===== src/design/codeword_stream_packer_assert.svh =====
// Assertion macros shared by the codeword stream packer modules
`ifndef CODEWORD_STREAM_PACKER_ASSERT_SVH
`define CODEWORD_STREAM_PACKER_ASSERT_SVH

// Check a condition at every clock edge outside reset
`define CWSP_ASSERT_ALWAYS(label, cond, msg) \
  label: assert property (@(posedge clk) disable iff (rst) (cond)) else $error(msg);

// Check that a condition implies another at the next clock edge
`define CWSP_ASSERT_NEXT(label, ante, cons, msg) \
  label: assert property (@(posedge clk) disable iff (rst) (ante) |=> (cons)) else $error(msg);

`endif


===== src/design/cwsp_pkg.sv =====
// Package with group record type and byte kind codes for the codeword stream packer
package cwsp_pkg;

  localparam int GROUP_SIZE  = 8;
  localparam int QUEUE_DEPTH = 2;

  localparam logic [1:0] KIND_REP = 2'd0;
  localparam logic [1:0] KIND_HI  = 2'd1;
  localparam logic [1:0] KIND_CW  = 2'd2;

  typedef struct packed {
    logic [GROUP_SIZE-1:0][7:0] lows;
    logic [GROUP_SIZE-1:0]      hi;
    logic [GROUP_SIZE-1:1]      rep;
    logic [2:0]                 last_idx;
    logic                       fend;
  } grp_t;

endpackage


===== src/design/codeword_stream_packer.sv =====
// Codeword stream packer: packs 9-bit codebook indices into a flagged byte stream
//
// Input channel: codeword and frame_end are taken at a clock edge with push high
// and full low. Eight codewords, or fewer when frame_end is set, form a group.
// Output channel: while empty is low the oldest byte sits on out_byte, byte_kind,
// group_last and frame_last; it is taken at an edge with pop high.
// Each closed group yields a repeat flag byte, a high flag byte when any codeword
// is 256 or more, and the low byte of each codeword that does not repeat the one
// before it. group_last marks a group's final byte, frame_last the final byte of
// a group closed by frame_end.
// Timing: with the back end idle, a group enters the queue at the edge that takes
// its closing codeword, and its first byte then goes from the queue head into the
// output register. The front end takes one codeword per cycle while the queue has
// room; the back end, which sets the sustained rate, emits one byte per cycle while
// the receiver takes them: 2 to 10 per group, about one per codeword plus up to two.
// A stalled receiver holds the output register; the back end then stops, the
// queue fills and full rises. Reset empties the queue and output and opens a
// fresh group.
module codeword_stream_packer #(
  parameter int QUEUE_DEPTH = cwsp_pkg::QUEUE_DEPTH
) (
  input  logic       clk,
  input  logic       rst,
  input  logic       push,
  output logic       full,
  input  logic [8:0] codeword,
  input  logic       frame_end,
  output logic       empty,
  input  logic       pop,
  output logic [7:0] out_byte,
  output logic [1:0] byte_kind,
  output logic       group_last,
  output logic       frame_last
);
  import cwsp_pkg::*;

  grp_t q_din;
  grp_t q_dout;
  logic q_push;
  logic q_full;
  logic q_pop;
  logic q_valid;
  logic out_valid;

  cwsp_front u_front (
    .clk       (clk),
    .rst       (rst),
    .push      (push),
    .codeword  (codeword),
    .frame_end (frame_end),
    .full      (full),
    .q_push    (q_push),
    .q_din     (q_din),
    .q_full    (q_full)
  );

  cwsp_queue #(
    .DEPTH (QUEUE_DEPTH)
  ) u_queue (
    .clk   (clk),
    .rst   (rst),
    .push  (q_push),
    .din   (q_din),
    .full  (q_full),
    .pop   (q_pop),
    .dout  (q_dout),
    .valid (q_valid)
  );

  cwsp_back u_back (
    .clk        (clk),
    .rst        (rst),
    .head       (q_dout),
    .q_valid    (q_valid),
    .q_pop      (q_pop),
    .pop        (pop),
    .out_valid  (out_valid),
    .out_byte   (out_byte),
    .byte_kind  (byte_kind),
    .group_last (group_last),
    .frame_last (frame_last)
  );

  assign empty = !out_valid;

endmodule


===== src/design/cwsp_front.sv =====
// Front end: collects codewords into groups and classifies high and repeat codewords
module cwsp_front (
  input  logic           clk,
  input  logic           rst,
  input  logic           push,
  input  logic [8:0]     codeword,
  input  logic           frame_end,
  output logic           full,
  output logic           q_push,
  output cwsp_pkg::grp_t q_din,
  input  logic           q_full
);
  import cwsp_pkg::*;

  logic [2:0]                 fill;
  logic [8:0]                 prev;
  logic [GROUP_SIZE-1:0][7:0] lows;
  logic [GROUP_SIZE-1:0][7:0] lows_next;
  logic [GROUP_SIZE-1:0]      hi_acc;
  logic [GROUP_SIZE-1:0]      hi_next;
  logic [GROUP_SIZE-1:1]      rep_acc;
  logic [GROUP_SIZE-1:0]      rep_next;
  logic                       accept;
  logic                       closes;
  logic                       is_rep;

  assign full   = q_full;
  assign accept = push && !q_full;
  assign closes = (fill == 3'(GROUP_SIZE - 1)) || frame_end;
  assign is_rep = (fill != 3'd0) && (codeword == prev);

  always_comb begin
    lows_next       = lows;
    lows_next[fill] = codeword[7:0];
    hi_next         = hi_acc | (GROUP_SIZE'(codeword[8]) << fill);
    rep_next        = {rep_acc, 1'b0} | (GROUP_SIZE'(is_rep) << fill);
  end

  always_comb begin
    q_din.lows     = lows_next;
    q_din.hi       = hi_next;
    q_din.rep      = rep_next[GROUP_SIZE-1:1];
    q_din.last_idx = fill;
    q_din.fend     = frame_end;
  end

  assign q_push = accept && closes;

  always_ff @(posedge clk) begin
    if (rst) begin
      fill    <= '0;
      hi_acc  <= '0;
      rep_acc <= '0;
    end else if (accept) begin
      if (closes) begin
        fill    <= '0;
        hi_acc  <= '0;
        rep_acc <= '0;
      end else begin
        fill    <= fill + 3'd1;
        hi_acc  <= hi_next;
        rep_acc <= rep_next[GROUP_SIZE-1:1];
      end
    end
  end

  always_ff @(posedge clk) begin
    if (accept) begin
      lows <= lows_next;
      prev <= codeword;
    end
  end

endmodule


===== src/design/cwsp_queue.sv =====
// Short queue of closed group records between front and back end
module cwsp_queue #(
  parameter int DEPTH = cwsp_pkg::QUEUE_DEPTH
) (
  input  logic           clk,
  input  logic           rst,
  input  logic           push,
  input  cwsp_pkg::grp_t din,
  output logic           full,
  input  logic           pop,
  output cwsp_pkg::grp_t dout,
  output logic           valid
);
  import cwsp_pkg::*;

  localparam int AW = (DEPTH > 1) ? $clog2(DEPTH) : 1;
  localparam int CW = $clog2(DEPTH + 1);

  grp_t          mem [DEPTH];
  logic [AW-1:0] wr_ptr;
  logic [AW-1:0] rd_ptr;
  logic [CW-1:0] cnt;
  logic          do_push;
  logic          do_pop;

  assign full    = (cnt == CW'(DEPTH));
  assign valid   = (cnt != '0);
  assign do_push = push && !full;
  assign do_pop  = pop && valid;
  assign dout    = mem[rd_ptr];

  always_ff @(posedge clk) begin
    if (rst) begin
      wr_ptr <= '0;
      rd_ptr <= '0;
      cnt    <= '0;
    end else begin
      if (do_push) begin
        wr_ptr <= (wr_ptr == AW'(DEPTH - 1)) ? '0 : wr_ptr + 1'b1;
      end
      if (do_pop) begin
        rd_ptr <= (rd_ptr == AW'(DEPTH - 1)) ? '0 : rd_ptr + 1'b1;
      end
      if (do_push && !do_pop) begin
        cnt <= cnt + 1'b1;
      end else if (do_pop && !do_push) begin
        cnt <= cnt - 1'b1;
      end
    end
  end

  always_ff @(posedge clk) begin
    if (do_push) begin
      mem[wr_ptr] <= din;
    end
  end

`include "codeword_stream_packer_assert.svh"

  `CWSP_ASSERT_ALWAYS(a_cnt_bound, cnt <= CW'(DEPTH), "queue count above depth")
  `CWSP_ASSERT_NEXT(a_push_fill, do_push && !do_pop, valid, "queue empty after push")

endmodule


===== src/design/cwsp_back.sv =====
// Back end: walks a group record and emits its bytes into the output register
module cwsp_back (
  input  logic           clk,
  input  logic           rst,
  input  cwsp_pkg::grp_t head,
  input  logic           q_valid,
  output logic           q_pop,
  input  logic           pop,
  output logic           out_valid,
  output logic [7:0]     out_byte,
  output logic [1:0]     byte_kind,
  output logic           group_last,
  output logic           frame_last
);
  import cwsp_pkg::*;

  typedef enum logic [2:0] {
    S_REP = 3'b001,
    S_HI  = 3'b010,
    S_CW  = 3'b100
  } bstate_t;

  bstate_t               state;
  bstate_t               state_next;
  logic [2:0]            idx;
  logic [2:0]            idx_next;
  logic                  take;
  logic                  hi_any;
  logic [GROUP_SIZE-1:0] emit_mask;
  logic                  nxt_found;
  logic [2:0]            nxt_idx;
  logic [7:0]            byte_sel;
  logic [1:0]            kind_sel;
  logic                  glast_sel;

  assign take      = q_valid && (!out_valid || pop);
  assign hi_any    = (head.hi != '0);
  assign emit_mask = {~head.rep, 1'b1};

  always_comb begin
    nxt_found = 1'b0;
    nxt_idx   = '0;
    for (int k = GROUP_SIZE - 1; k >= 0; k--) begin
      if (emit_mask[k] && (3'(k) > idx) && (3'(k) <= head.last_idx)) begin
        nxt_found = 1'b1;
        nxt_idx   = 3'(k);
      end
    end
  end

  always_comb begin
    state_next = state;
    idx_next   = idx;
    byte_sel   = head.lows[idx];
    kind_sel   = KIND_CW;
    glast_sel  = 1'b0;
    q_pop      = 1'b0;
    unique case (state)
      S_REP: begin
        byte_sel = {head.rep, hi_any};
        kind_sel = KIND_REP;
        idx_next = '0;
        if (take) begin
          state_next = hi_any ? S_HI : S_CW;
        end
      end
      S_HI: begin
        byte_sel = head.hi;
        kind_sel = KIND_HI;
        idx_next = '0;
        if (take) begin
          state_next = S_CW;
        end
      end
      S_CW: begin
        glast_sel = !nxt_found;
        if (take) begin
          if (nxt_found) begin
            idx_next = nxt_idx;
          end else begin
            q_pop      = 1'b1;
            idx_next   = '0;
            state_next = S_REP;
          end
        end
      end
      default: begin
        state_next = S_REP;
      end
    endcase
  end

  always_ff @(posedge clk) begin
    if (rst) begin
      state     <= S_REP;
      idx       <= '0;
      out_valid <= 1'b0;
    end else begin
      state <= state_next;
      idx   <= idx_next;
      if (take) begin
        out_valid <= 1'b1;
      end else if (pop) begin
        out_valid <= 1'b0;
      end
    end
  end

  always_ff @(posedge clk) begin
    if (take) begin
      out_byte   <= byte_sel;
      byte_kind  <= kind_sel;
      group_last <= glast_sel;
      frame_last <= glast_sel && head.fend;
    end
  end

`include "codeword_stream_packer_assert.svh"

  `CWSP_ASSERT_ALWAYS(a_fl_gl, !out_valid || !frame_last || group_last, "frame end without group end")
  `CWSP_ASSERT_ALWAYS(a_hi_nz, !out_valid || byte_kind != KIND_HI || out_byte != 8'd0, "zero high flag byte")
  `CWSP_ASSERT_NEXT(a_rep_out, take && state == S_REP, out_valid && byte_kind == KIND_REP && !group_last, "repeat flag byte lost")

endmodule


===== config.mk =====
export PLATFORM = sky130hd
export DESIGN_NAME = codeword_stream_packer
export DESIGN_NICKNAME = d
export VERILOG_FILES = /design/src/design/cwsp_pkg.sv /design/src/design/codeword_stream_packer.sv /design/src/design/cwsp_front.sv /design/src/design/cwsp_queue.sv /design/src/design/cwsp_back.sv
export VERILOG_INCLUDE_DIRS = /design/src /design/src/design
export SDC_FILE = /design/constraint.sdc
export NUM_CORES = 1
export LEC_CHECK = 0
export ABC_AREA = 1
export BUFFER_PORTS_ARGS = -buffer_cell sky130_fd_sc_hd__buf_4
export CORE_MARGIN = 2
export CORE_UTILIZATION = 40
export CTS_CLUSTER_SIZE = 20
export DETAILED_ROUTE_END_ITERATION = 7
export GPL_ROUTABILITY_DRIVEN = 0
export PLACE_DENSITY_LB_ADDON = 0.2
export SLEW_MARGIN = 5
export SYNTH_ARGS = -nofsm -noshare
export SYNTH_HDL_FRONTEND = slang
export SYNTH_SLANG_ARGS = --single-unit

===== constraint.sdc =====
create_clock -name clk -period 6.8 [get_ports clk]
set_input_delay 0 -clock clk [delete_from_list [all_inputs] [get_ports clk]]
set_output_delay 0 -clock clk [all_outputs]
set_load 0.1 [all_outputs]

==> impl_results.md <==
- Max-slew violation count: 0
- Max VDD drop: 219.9 µV
- Share of flip-flops with an asynchronous set or reset: 0
- Drt wl/cell: ~19 µm
- Final setup violation count: 0
- Vias: 7188
- Hold path depth: 2
- Non-Filler Instances: 1431
- Final hold violations: 0
- CTS H-tree lvls: 1
- Sequential fraction of the synthesis area: 0.7068
- Critical path data arrival time: around 3400 ps
- Diodes inserted: 0
- Synth top area share: 0.6546
- Leak Pwr: about 4.8 nW
- Startpoint types: register
- Hold WC Path Type: input port to register
- Initial Util: 0.4033
- Slew headroom: 0.3267
- RSZ-0062 raised after global routing: false
- CTS clock-pin slew for the worst setup and hold paths: 60 ps
- IO Pins: 28
- DRT iter0 DRCs: approximately 630
- CTS Sinks: 281
- Hold Crit Start: codeword[0]
- First-pass GRT wire length: 41510 µm
- Commonest non-fill, non-tap cell in the layout: edfxtp_1
- Fin crit share: 0.4805
- Row count: slightly above 60
- Synth-to-Final Area Change: 13.68%
- Fin area: between 10000 and 15000 µm²
- Post-Syn Instances: 983
- Crit-path max FO: 55
- Max Freq: 0.3061 GHz
- Total power: ~4.1 mW
- Syn Area/Cell: 11.71 µm²
- Crit. End Element: register
- FF-to-FF End: u_queue.mem[1][1]
- Pre-antenna DRT Iters: 5
- Register bit total from synthesis: 281
- Maximum clock insertion buffer count: 3
- Total GRT Usage: 0.1787
- Die footprint: 30160 µm²
- Largest net degree at the start of global routing: 70
- Number of placed instances, taps included: between 1000 and 1500
- Die width: 173.7 µm
- Leading area contributor after synthesis: edfxtp_1
- Crit path time final: 3267 ps
- Final WL: roughly 27000 µm
- CP required: about 7000 ps
- Clock Skews: about 23 ps
- Place WS: between 3000 and 4000 ps
- Final core utilization: 0.4585
- DP Area: ~12000 µm²
- DRC: 0
- Setup_tns: 0 ps
- Reg2Reg Launch Point: u_queue.cnt[1]
- Yosys warning count: 0
- Number of post-CTS setup repair buffers: 0
- Vias per Instance: approximately 5.0
- CTS tree: built
- Crit Path Class: register to register
- Post-Synthesis Net Count: 1001
- Main area contributors after synthesis: edfxtp_1 (65%), o21ai_0 (5.8%), nand2_1 (5.3%)
- Core Area: around 29000 µm²
- Worst reg-to-reg path cell count: 6
- Root buf cell: clkbuf_16
- Main synth FF type: edfxtp_1
- R2R setup slack: between 3000 and 4000 ps
- GR Overflow Total: 0
- Hpwl dp: 16740 µm
- Clock Latency Late Sink: 560 ps
- Max-Cap Viols: 0
- Fill cell count: about 2600
- Vias in the first global route: about 7000
- Initial antenna violation count: 0
- Num CTS Buffers: 29
- Yosys cell types: 44
- Post-Syn Area: 11510 µm²
- Number of flops mapped to enable cells by yosys: roughly 250
- Final #Nets: 1042
- Most frequent cells in the layout: edfxtp_1 (251), nand2_1 (163), nor2_1 (138)
- Final WS setup: around 3500 ps
- Pwr per Cell Area: roughly 320 nW/µm²
- Fraction of layout instances using a drive strength above 1: 0.1146
- Die Span Y: roughly 170 µm
- Status: finished clean
- Port Buffer Count: 27
- Hold Path Sink: u_front.prev[0]
- Worst-Margin Slew: a little over 1000 ps
- Post-DRT Antenna Nets: 0
- Worst hold margin: approximately 160 ps
-- registers in the layout, summed over array words and instances (netlist names), 2 cells and up, named ones only --
signal            count
u_front.hi_acc        8
u_front.prev          9
u_back.state          3
u_front.rep_acc       7
u_back.out_byte       8
u_front.fill          3
u_queue.mem         166
u_front.lows         64
u_back.idx            3
u_queue.cnt           2
u_back.byte_kind      2
-- kinds of logic after synthesis --
group,Yosys count,share of synthesized area
xor+xnor,8,0.006085
simple gates,359,0.1319
mux,3,0.002608
flops,281,0.7068
fa+ha+maj,4,0.004347
buf+inv,106,0.04151
compound gates,222,0.1067
-- cells in the mapped netlist (all sizes together), types with 5 or more instances --
cell type,instances
a21oi,26
buf,22
clkbuf,14
dfxtp,30
edfxtp,251
inv,70
nand2,175
nand3,17
nor2,145
nor3,11
o2111ai,6
o211ai,5
o21ai,153
o21bai,8
o22ai,14
or2,6
-- metal layers --
| metal | up-vias | routed length [µm] | global-route usage |
|---|---|---|---|
| met1 | 3418 | 12510 | 0.2563 |
| met4 | 0 | 569 | 0.05042 |
| li1 | 3546 | - | - |
| met3 | 42 | 1630 | 0.02390 |
| met5 | - | 0 | 0 |
| met2 | 182 | 12190 | 0.2867 |
-- where the power goes --
part / switching, mW / total (mW) / internal, mW
sequential: 0.0358 / 2.08 / 2.05
clock: 0.663 / 1.52 / 0.857
combinational: 0.400 / 0.518 / 0.118
total: 1.10 / 4.12 / 3.02
-- timing repair --
action / CTS / global route
gates resized for setup: 0 / 0
hold buffers: 13 / 0
endpoints found under the setup margin: 0 / 0
hold endpoints to repair: 35 / 0
-- how the worst max path moves through the flow --
stage / start / to / cells past startpoint
global placement: u_queue.cnt[1] / u_queue.mem[1][3] / 6
detailed placement: u_queue.cnt[1] / u_queue.mem[1][3] / 6
floorplan: u_front.fill[1] / u_queue.mem[1][0] / 4
finish: u_queue.cnt[1] / u_queue.mem[1][1] / 6
CTS: u_queue.cnt[1] / u_queue.mem[1][1] / 6
global route: u_queue.cnt[1] / u_queue.mem[1][4] / 6
-- final cells by class --
| cell class | count | area, µm² | area share |
|---|---|---|---|
| Sequential cell | 281 | 8139 | 0.6218 |
| Multi-Input combinational cell | 596 | 2913 | 0.2225 |
| Clock buffer | 30 | 729.5 | 0.05573 |
| Tap cell | 384 | 480.5 | 0.03671 |
| Timing Repair Buffer | 46 | 377.9 | 0.02887 |
| Inverter | 70 | 264.0 | 0.02017 |
| Clock inverter | 24 | 185.2 | 0.01415 |
-- worst max-delay path: stages (launching register included) --
cell,delay [ps]
dfxtp_1,290
inv_1,140
o21ai_2,140
clkinv_2,500
o21ai_2,240
nor2_4,740
buf_4,780
No activity file was read; power rests on OpenSTA's default activity.
